[config.mk]
export PLATFORM = sky130hd
export DESIGN_NAME = four_channel_down_timer
export DESIGN_NICKNAME = d
export VERILOG_FILES = /design/src/rtl/tdt_pkg.sv /design/src/rtl/tdt_channel.sv /design/src/rtl/four_channel_down_timer.sv
export SDC_FILE = /design/constraint.sdc
export NUM_CORES = 1
export LEC_CHECK = 0
export CORE_ASPECT_RATIO = 0.7
export CORE_MARGIN = 5
export CORE_UTILIZATION = 55
export DETAILED_ROUTE_END_ITERATION = 10
export DONT_BUFFER_PORTS = 1
export GPL_TIMING_DRIVEN = 0
export HOLD_SLACK_MARGIN = 0.12
export PLACE_DENSITY = 0.72
export SLEW_MARGIN = 20
export SYNTH_ARGS = -nofsm -noshare
export SYNTH_HDL_FRONTEND = slang
export SYNTH_HIERARCHICAL = 1
export SYNTH_SLANG_ARGS = --single-unit
export TNS_END_PERCENT = 20
[constraint.sdc]
create_clock -name clk -period 5.1 [get_ports clk]
set_input_delay 1.02 -clock clk [delete_from_list [all_inputs] [get_ports clk]]
set_output_delay 1.02 -clock clk [all_outputs]
set_load 0.1 [all_outputs]
[src/rtl/tdt_pkg.sv]
package tdt_pkg;

  localparam int SLOTS            = 4;
  localparam int NARROW_TIMERS    = 2;
  localparam int NUM_TIMERS_DEF   = 4;
  localparam int NARROW_BITS_DEF  = 24;
  localparam int DATA_BITS        = 32;
  localparam int CTRL_BITS        = 12;

  localparam logic [1:0] ACT_TICK  = 2'd0;
  localparam logic [1:0] ACT_READ  = 2'd1;
  localparam logic [1:0] ACT_WRITE = 2'd2;

  localparam logic [3:0] REG_CONTROL = 4'd0;
  localparam logic [3:0] REG_INT     = 4'd1;
  localparam logic [1:0] GRP_RELOAD  = 2'd1;
  localparam logic [1:0] GRP_COUNT   = 2'd2;

  typedef struct packed {
    logic [1:0]           action;
    logic [5:0]           address;
    logic [DATA_BITS-1:0] write_data;
  } req_t;

  typedef struct packed {
    logic [DATA_BITS-1:0] read_data;
    logic                 irq;
  } rsp_t;

  function automatic logic [SLOTS-1:0] present_mask(input int n);
    logic [SLOTS-1:0] m;
    m = '0;
    for (int t = 0; t < SLOTS; t++) begin
      if (t < n) m[t] = 1'b1;
    end
    return m;
  endfunction

  function automatic logic [CTRL_BITS-1:0] control_mask(input int n);
    logic [CTRL_BITS-1:0] m;
    m = '0;
    for (int t = 0; t < SLOTS; t++) begin
      if (t < n) begin
        m[2*t]     = 1'b1;
        m[2*t+1]   = 1'b1;
        m[8+t]     = 1'b1;
      end
    end
    return m;
  endfunction

endpackage

[src/rtl/tdt_channel.sv]
module tdt_channel
  import tdt_pkg::*;
#(
  parameter int WIDTH = DATA_BITS
) (
  input  logic             clk,
  input  logic             rst,
  input  logic             tick,
  input  logic             periodic,
  input  logic             wr_reload,
  input  logic             wr_count,
  input  logic [WIDTH-1:0] write_data,
  output logic [WIDTH-1:0] reload,
  output logic [WIDTH-1:0] count,
  output logic             expire
);

  logic [WIDTH-1:0] count_next;

  always_comb begin
    count_next = count;
    expire     = 1'b0;
    if (wr_count) begin
      count_next = write_data;
    end else if (tick) begin
      if (count == WIDTH'(1)) begin
        expire     = 1'b1;
        count_next = periodic ? reload : '0;
      end else if (count == '0) begin
        if (periodic) count_next = reload;
      end else begin
        count_next = count - WIDTH'(1);
      end
    end
  end

  always_ff @(posedge clk) begin
    if (rst) begin
      reload <= '0;
      count  <= '0;
    end else begin
      if (wr_reload) reload <= write_data;
      count <= count_next;
    end
  end

endmodule

[src/rtl/four_channel_down_timer.sv]
// Throughput: one request per cycle unless rsp is stalled; each request passes
// an input register, one pass of update logic over all timers, and a response
// register.
// Reset (synchronous, active high): all timers disabled, counters, reloads,
// interrupt enables and pending bits cleared, both pipeline registers empty.
module four_channel_down_timer
  import tdt_pkg::*;
#(
  parameter int NUM_TIMERS  = NUM_TIMERS_DEF,
  parameter int NARROW_BITS = NARROW_BITS_DEF
) (
  input  logic clk,
  input  logic rst,
  input  logic req_valid,
  output logic req_stall,
  input  req_t req,
  output logic rsp_valid,
  input  logic rsp_stall,
  output rsp_t rsp
);

  localparam logic [SLOTS-1:0]     PRESENT   = present_mask(NUM_TIMERS);
  localparam logic [CTRL_BITS-1:0] CTRL_MASK = control_mask(NUM_TIMERS);

  req_t             held;
  logic             held_valid;
  logic             process;
  logic [3:0]       word;
  logic             is_tick;
  logic             is_read;
  logic             is_write;

  logic [CTRL_BITS-1:0] control_bits;
  logic [CTRL_BITS-1:0] control_bits_next;
  logic [SLOTS-1:0]     int_enable;
  logic [SLOTS-1:0]     int_enable_next;
  logic [SLOTS-1:0]     int_pending;
  logic [SLOTS-1:0]     int_pending_next;

  logic [DATA_BITS-1:0] reload_rd [SLOTS];
  logic [DATA_BITS-1:0] count_rd  [SLOTS];
  logic [SLOTS-1:0]     expire;
  logic [DATA_BITS-1:0] read_data;

  assign process   = held_valid && (!rsp_valid || !rsp_stall);
  assign req_stall = held_valid && !process;

  assign word     = held.address[5:2];
  assign is_tick  = process && (held.action == ACT_TICK);
  assign is_read  = held.action == ACT_READ;
  assign is_write = process && (held.action == ACT_WRITE);

  for (genvar t = 0; t < SLOTS; t++) begin : g_timer
    if (t < NUM_TIMERS) begin : g_on
      localparam int W = (t < NARROW_TIMERS) ? NARROW_BITS : DATA_BITS;
      logic [W-1:0] reload;
      logic [W-1:0] count;

      tdt_channel #(.WIDTH(W)) u_channel (
        .clk        (clk),
        .rst        (rst),
        .tick       (is_tick && control_bits[2*t]),
        .periodic   (control_bits[2*t+1]),
        .wr_reload  (is_write && (word == {GRP_RELOAD, 2'(t)})),
        .wr_count   (is_write && (word == {GRP_COUNT, 2'(t)})),
        .write_data (held.write_data[W-1:0]),
        .reload     (reload),
        .count      (count),
        .expire     (expire[t])
      );

      assign reload_rd[t] = DATA_BITS'(reload);
      assign count_rd[t]  = DATA_BITS'(count);
    end else begin : g_off
      assign reload_rd[t] = '0;
      assign count_rd[t]  = '0;
      assign expire[t]    = 1'b0;
    end
  end

  always_comb begin
    control_bits_next = control_bits;
    int_enable_next   = int_enable;
    int_pending_next  = int_pending;
    if (is_tick) begin
      int_pending_next = int_pending | (expire & PRESENT);
    end else if (is_write) begin
      if (word == REG_CONTROL) begin
        control_bits_next = held.write_data[CTRL_BITS-1:0] & CTRL_MASK;
      end else if (word == REG_INT) begin
        int_enable_next  = held.write_data[3:0] & PRESENT;
        int_pending_next = int_pending & ~held.write_data[7:4] & PRESENT;
      end
    end
  end

  always_comb begin
    read_data = '0;
    if (is_read) begin
      if (word == REG_CONTROL) begin
        read_data = DATA_BITS'(control_bits);
      end else if (word == REG_INT) begin
        read_data = DATA_BITS'({int_pending, int_enable});
      end else if (word[3:2] == GRP_RELOAD) begin
        read_data = reload_rd[word[1:0]];
      end else if (word[3:2] == GRP_COUNT) begin
        read_data = count_rd[word[1:0]];
      end
    end
  end

  always_ff @(posedge clk) begin
    if (rst) begin
      held_valid   <= 1'b0;
      rsp_valid    <= 1'b0;
      control_bits <= '0;
      int_enable   <= '0;
      int_pending  <= '0;
    end else begin
      if (req_valid && !req_stall) begin
        held_valid <= 1'b1;
      end else if (process) begin
        held_valid <= 1'b0;
      end
      if (process) begin
        rsp_valid <= 1'b1;
      end else if (!rsp_stall) begin
        rsp_valid <= 1'b0;
      end
      control_bits <= control_bits_next;
      int_enable   <= int_enable_next;
      int_pending  <= int_pending_next;
    end
  end

  always_ff @(posedge clk) begin
    if (req_valid && !req_stall) held <= req;
    if (process) begin
      rsp.read_data <= read_data;
      rsp.irq       <= |(int_enable_next & int_pending_next);
    end
  end

endmodule
### Word level (Yosys, flattened, before mapping)

Index checks and enable logic that the tools add are counted.

| storage, ports and cells | value |
|---|---|
| word-level logic and storage cells | 151 |
| output and inout port bits | 35 |
| input bits | 44 |
| register bits after elaboration | 319 |

| operators by class | value |
|---|---|
| $add $sub $neg | 4 |
| equal/unequal tests | 22 |
| bitwise operators | 7 |
| magnitude comparators | 1 |
| reductions and logical operators | 40 |
| muxes and demuxes | 58 |

Operator list:

| cell | count |
|---|---|
| $mux W32 | 18 |
| $mux W24 | 12 |
| $bmux W32 S2 | 2 |
| $eq A32 B1 Y1 const B | 2 |
| $logic_not A32 Y1 | 2 |
| $sub A32 B1 Y32 const B | 2 |
| $eq A24 B1 Y1 const B | 2 |
| $logic_not A24 Y1 | 2 |
| $sub A24 B1 Y24 const B | 2 |
| $mux W4 | 8 |
| $mux W12 | 2 |
| $logic_and A1 B1 Y1 | 17 |
| $eq A4 B3 Y1 const B | 4 |
| $eq A4 B4 Y1 const B | 4 |
| $mux W1 | 16 |
| $ne A4 B2 Y1 const B | 4 |
| $reduce_bool A2 Y1 | 5 |
| $and A4 B4 Y4 | 2 |
| $reduce_and A2 Y1 | 4 |
| $eq A2 B1 Y1 const B | 2 |
| $eq A2 B2 Y1 const B | 2 |
| $eq A4 B1 Y1 const B | 1 |
| $logic_not A1 Y1 | 4 |
| $logic_not A4 Y1 | 1 |
| other kinds (11) | 12 |

### Longest topological paths before layout

| depth | value |
|---|---|
| depth in word-level cells | 11 |
| mapped depth | 12 |
| gate-level depth less buffers | 10 |

### Modules after synthesis

Netlist, hierarchy kept.

By module, submodules not included:

| module | times used | cells each | area each (µm²) | seq. area each (µm²) |
|---|---|---|---|---|
| tdt_channel at g_timer[2].g_on.u_channel ... | 2 | 459 | 3,819.9 | 1,281.2 |
| four_channel_down_timer | 1 | 374 | 4,994.8 | 2,572.5 |
| tdt_channel at g_timer[1].g_on.u_channel | 1 | 370 | 3,032.9 | 960.9 |
| tdt_channel at g_timer[0].g_on.u_channel | 1 | 321 | 2,772.7 | 960.9 |

### Least setup slack after synthesis

No wires, ideal clock.

| path | value |
|---|---|
| kind | input to register |
| start point | input rsp_stall |
| end point | register held[0] in the netlist's numbering, enable pin |
| required time | 4.663 ns |
| arrival | 3.415 ns |
| path slack | 1.247 ns |
| setup time | 0.437 ns |
| stages | 2 |
| buffers on the path | 0 |
| cell sequence | and3_1 -> nor2b_1 |

| between the ends | value |
|---|---|
| longest elaborated chain between the ends | 7 |

RTL lines:

| element | RTL line | source |
|---|---|---|
| from (decl) | four_channel_down_timer.sv:18 | `input logic rsp_stall,` |
| $logic_not A1 Y1 | - |  |
| $logic_or A1 B1 Y1 | four_channel_down_timer.sv:45 | `assign process = held_valid && (!rsp_valid \|\| !rsp_stall);` |
| $logic_and A1 B1 Y1 | four_channel_down_timer.sv:45 |  |
| $logic_not A1 Y1 | four_channel_down_timer.sv:46 | `assign req_stall = held_valid && !process;` |
| $logic_and A1 B1 Y1 | four_channel_down_timer.sv:46 |  |
| $logic_not A1 Y1 | four_channel_down_timer.sv:137 | `if (req_valid && !req_stall) held <= req;` |
| $logic_and A1 B1 Y1 | four_channel_down_timer.sv:137 |  |
| to (signal assigned) | four_channel_down_timer.sv:137 |  |
| to (decl) | four_channel_down_timer.sv:25 | `req_t held;` |

No other way between the ends.
A chain may end at the register's enable or synchronous reset.

### Worst setup path in the final report

| path | value |
|---|---|
| start point | register rsp_valid |
| end point | register rsp[0] in the netlist's numbering, data pin |

| between the ends | value |
|---|---|
| longest elaborated chain between the ends | 11 |
| elaborated cells between the ends (all ways) | 28 |
| classes of those cells | 12 x mux; 2 x bitwise; 14 x reduce/logical |

RTL lines:

| element | RTL line | source |
|---|---|---|
| from (decl) | four_channel_down_timer.sv:17 | `output logic rsp_valid,` |
| from (signal assigned) | four_channel_down_timer.sv:115 | `rsp_valid <= 1'b0;` |
| from (signal assigned) | four_channel_down_timer.sv:126 | `rsp_valid <= 1'b1;` |
| from (signal assigned) | four_channel_down_timer.sv:128 | `rsp_valid <= 1'b0;` |
| $logic_not A1 Y1 (*) | four_channel_down_timer.sv:45 |  |
| $logic_or A1 B1 Y1 (*) | four_channel_down_timer.sv:45 |  |
| $logic_and A1 B1 Y1 (*) | four_channel_down_timer.sv:45 |  |
| $logic_and A1 B1 Y1 | four_channel_down_timer.sv:49 | `assign is_tick = process && (held.action == ACT_TICK);` |
| $logic_and A1 B1 Y1 | four_channel_down_timer.sv:62 | `.tick (is_tick && control_bits[2*t]),` |
| $mux W1 | tdt_channel.sv:25 | `end else if (tick) begin` |
| $mux W1 (*) | tdt_channel.sv:23 | `if (wr_count) begin` |
| net expire[0] | four_channel_down_timer.sv:42 | `logic [SLOTS-1:0] expire;` |
| $or A4 B4 Y4 (*) | four_channel_down_timer.sv:86 | `int_pending_next = int_pending \| (expire & PRESENT);` |
| $mux W4 (*) | four_channel_down_timer.sv:85 | `if (is_tick) begin` |
| $and A4 B4 Y4 (*) | four_channel_down_timer.sv:140 | `rsp.irq <= \|(int_enable_next & int_pending_next);` |
| $reduce_or A4 Y1 (*) | four_channel_down_timer.sv:140 |  |
| to (decl) | four_channel_down_timer.sv:19 | `output rsp_t rsp` |

The timed path passes the listed nets; every way through them passes the cells marked *.

==> run_results.csv <==
group,metric,value,unit
floorplan,die_y,163.2,µm
cts,post-cts-setup-buffers,0,
cts,cts_root_buf,"clkbuf_16",
placed_design,dp_hpwl,56730,µm
cts,insertion_delay,540,ps
sta,slew_headroom,20.46,%
global_route,antenna_found_initial,2,
detailed_routing,wire_per_inst,29.96,µm
global_route,grt_pass1_wl,107400,µm
sta,rsz0062_at_grt,"false",
logic_synthesis,synth_adder_area_share,0.6785,%
cts,clk_pin_slew,70,ps
detailed_routing,drt_first_iter_violations,2806,
critical_path,crit_chain,"a21bo_2, nor3b_2, nand2_1, nor3_2, clkinv_1, nand2_1, nor3_1, a21oi_1, a21oi_1, or4_1",
logic_synthesis,syn_area,18440,µm²
final_layout,post-route-util,60.73,%
critical_path,cp.arrival,5000,ps
logic_synthesis,synthCells,1983,
sta,period_share,92.88,%
critical_path,max_stage_delay,740,ps
floorplan,dieArea,37350,µm²
power,max-vdd-ir-drop,0.0002395,V
sta,max_freq,0.2111,GHz
logic_synthesis,async_flop_share,0,%
cts,cts.sink_count,317,
global_route,grt_usage,38.55,%
cts,clock_path_buffers,3,
cts,numCtsBuffers,34,
critical_path,cp_data_required_time,5370,ps
cts,hold_buffers,0,
global_route,grt_max_degree,26,
floorplan,ios,79,
final_layout,final_nets,2075,
logic_synthesis,ys_ff_latch,317,
sta,drv_slew,0,
final_layout,fillCellCount,2886,
detailed_routing,drc,0,
final_layout,insertedDiodeCount,0,
detailed_routing,post_drt_via_cell_ratio,7.078,
logic_synthesis,postSynthAreaPerCell,9.299,µm²
power,p_per_area,282.4,nW/µm²
logic_synthesis,synth_edf_count,71,
global_route,grt_overflow,0,
global_route,grt_pass1_vias,15740,
sta,finalSetupViolCount,0,
sta,layout_min_cycle_time,4737,ps
critical_path,endpoint_kind,"flop",
logic_synthesis,ys_types,91,
worst_hold_path,hold_class,"reg2reg",
floorplan,die_w,228.9,µm
final_layout,area_growth,9.614,%
placed_design,place_area,19050,µm²
logic_synthesis,synthXorXnorAreaFrac,3.657,%
logic_synthesis,synth_top_family_by_area,"simple AND/OR/NAND/NOR gates",
placed_design,io_buffers,0,
logic_synthesis,synthSimpleGateAreaFrac,20.76,%
logic_synthesis,ys_seq_area_share,38.27,%
sta,finalHoldViolations,0,
critical_path,critPathMaxFanout,9,
detailed_routing,vias,17560,
cts,cts_tree,"yes",
floorplan,initial_utilization,55.41,%
floorplan,core,33280,µm²
final_layout,final_area,20210,µm²
job,max_cap_viol_count,0,
sta,finClkSkew,26.72,ps
logic_synthesis,synthesis.nets,2037,
cts,cts_resized,0,
cts,htreeDepth,2,
detailed_routing,wl,74320,µm
logic_synthesis,synth_compound_area_share,18.14,%
sta,worstMarginPinSlew,1184,ps
detailed_routing,first_pass_iters,6,
critical_path,critical_path.startpoint_type,"flop",
status,outcome,"completed",
placed_design,place_congestion,1.036,
critical_path,cpMaxStageDelayCell,"nor3b_2",
power,p_leak,7.390,nW
detailed_routing,final_antenna_net_count,0,
final_layout,layout-drive-gt1-share,10.26,%
logic_synthesis,synth_mux_area_share,13.68,%
critical_path,crit_type,"reg2reg",
floorplan,placement_rows,56,
logic_synthesis,ys.flop_type,"dfxtp_1",
logic_synthesis,ys_warn_count,6,
==> state kept, by name, summed over array words and instances (netlist names) <==
register / cells
g_timer.g_on.u_channel/reload: 112
int_enable: 4
control_bits: 12
rsp: 33
int_pending: 4
held: 38
rsp_valid: 1
g_timer.g_on.u_channel/count: 112
held_valid: 1
==> cell usage in the layout (no fill, tap or decap), types with 48 or more instances in the layout <==
cell,Yosys,layout
dfxtp_1,246,246
inv_1,59,58
mux4_2,48,48
o31ai_1,58,58
nor2_1,231,230
mux2i_1,144,144
a211oi_1,48,48
edfxtp_1,71,71
nand2_1,116,116
a21oi_1,179,179
clkbuf_1,77,83
nor3_1,82,80
==> worst max-delay path, delay by kind of cell (launching register included) <==
kind	cells	cell delay, ps
simple gates	6	2610
compound gates	3	720
flops	1	660
buf+inv	1	480
==> cell families (layout without fill, tap and decap cells) <==
| logic type | Yosys count | count (layout) |
|---|---|---|
| mux | 192 | 192 |
| compound gates | 488 | 488 |
| fa+ha+maj | 10 | 10 |
| simple gates | 698 | 698 |
| buf+inv | 201 | 264 |
| flops | 317 | 317 |
| xor+xnor | 77 | 77 |
==> cell type report <==
class | count | area (µm²) | share of cell area (%)
multi-input combinational | 1465 | 10560 | 52.23
timing repair buffer | 2 | 40.04 | 0.1981
clock inverter | 15 | 125.1 | 0.6190
buffer | 141 | 664.4 | 3.287
sequential | 317 | 7057 | 34.91
inverter | 60 | 225.2 | 1.114
clock buffer | 46 | 1001 | 4.952
tap | 435 | 544.3 | 2.693
==> path summary, 6_finish.rpt <==
path	from	endpoint	slack, ps	cells after the start
worst max-delay path	rsp_valid	rsp[0]	360	10
worst min-delay path	g_timer[2].g_on.u_channel/reload[14]	g_timer[2].g_on.u_channel/count[14]	460	2
worst max register to register	rsp_valid	rsp[0]	360	10
worst min register to register	g_timer[2].g_on.u_channel/reload[14]	g_timer[2].g_on.u_channel/count[14]	460	2
==> where the power goes <==
part	total [mW]	switching (mW)	internal, mW	leakage [nW]
registers	2.76	0.159	2.60	2.66
clock network	2.53	1.09	1.44	0.554
logic	0.412	0.284	0.128	4.17
total	5.71	1.53	4.18	7.39
==> cells in the mapped netlist, drive strengths merged (22+ instances only) <==
master	number	area share, %
nor3	88	2.6
buf	63	2.0
nand2b	38	1.3
xor2	46	2.2
clkbuf	78	1.6
o22ai	25	0.85
a22oi	26	1.1
a21oi	179	4.9
nand3	26	0.71
nor4	46	2.5
xnor2	31	1.5
nor2b	24	0.81
mux2i	144	7.8
o21ai	30	0.81
edfxtp	71	12
dfxtp	246	27
nand4	22	1.0
a221oi	26	1.3
mux4	48	5.9
inv	59	1.2
nand2	116	2.4
o31ai	58	2.4
nor2	233	4.8
or4	26	1.2
a211oi	49	2.0
==> stage by stage <==
stage	worst slack, ps	TNS (ps)	total power, mW	cells	hold WS (ps)
2_1_floorplan	1247	0	3.036	1983	436.6
3_3_place_gp	-553.3	-12410	3.194	2418	444.6
3_5_place_dp	17.92	0	3.199	2420	448.2
4_1_cts	222.4	0	5.695	2481	457.4
5_1_grt	237.5	0	5.864	2481	489.1
6_report	363.2	0	5.708	2481	462.4
==> per-layer routing <==
layer	routed length, µm	up-vias	global-route usage [%]	share of wire (%)
met5	15	-	0	0.020
met4	2712	4	12.67	3.6
met3	12350	188	16.91	17
met2	28010	1418	49.80	38
met1	31230	8421	56.92	42
li1	-	7529	-	-
(Power assumes the default switching activity.)
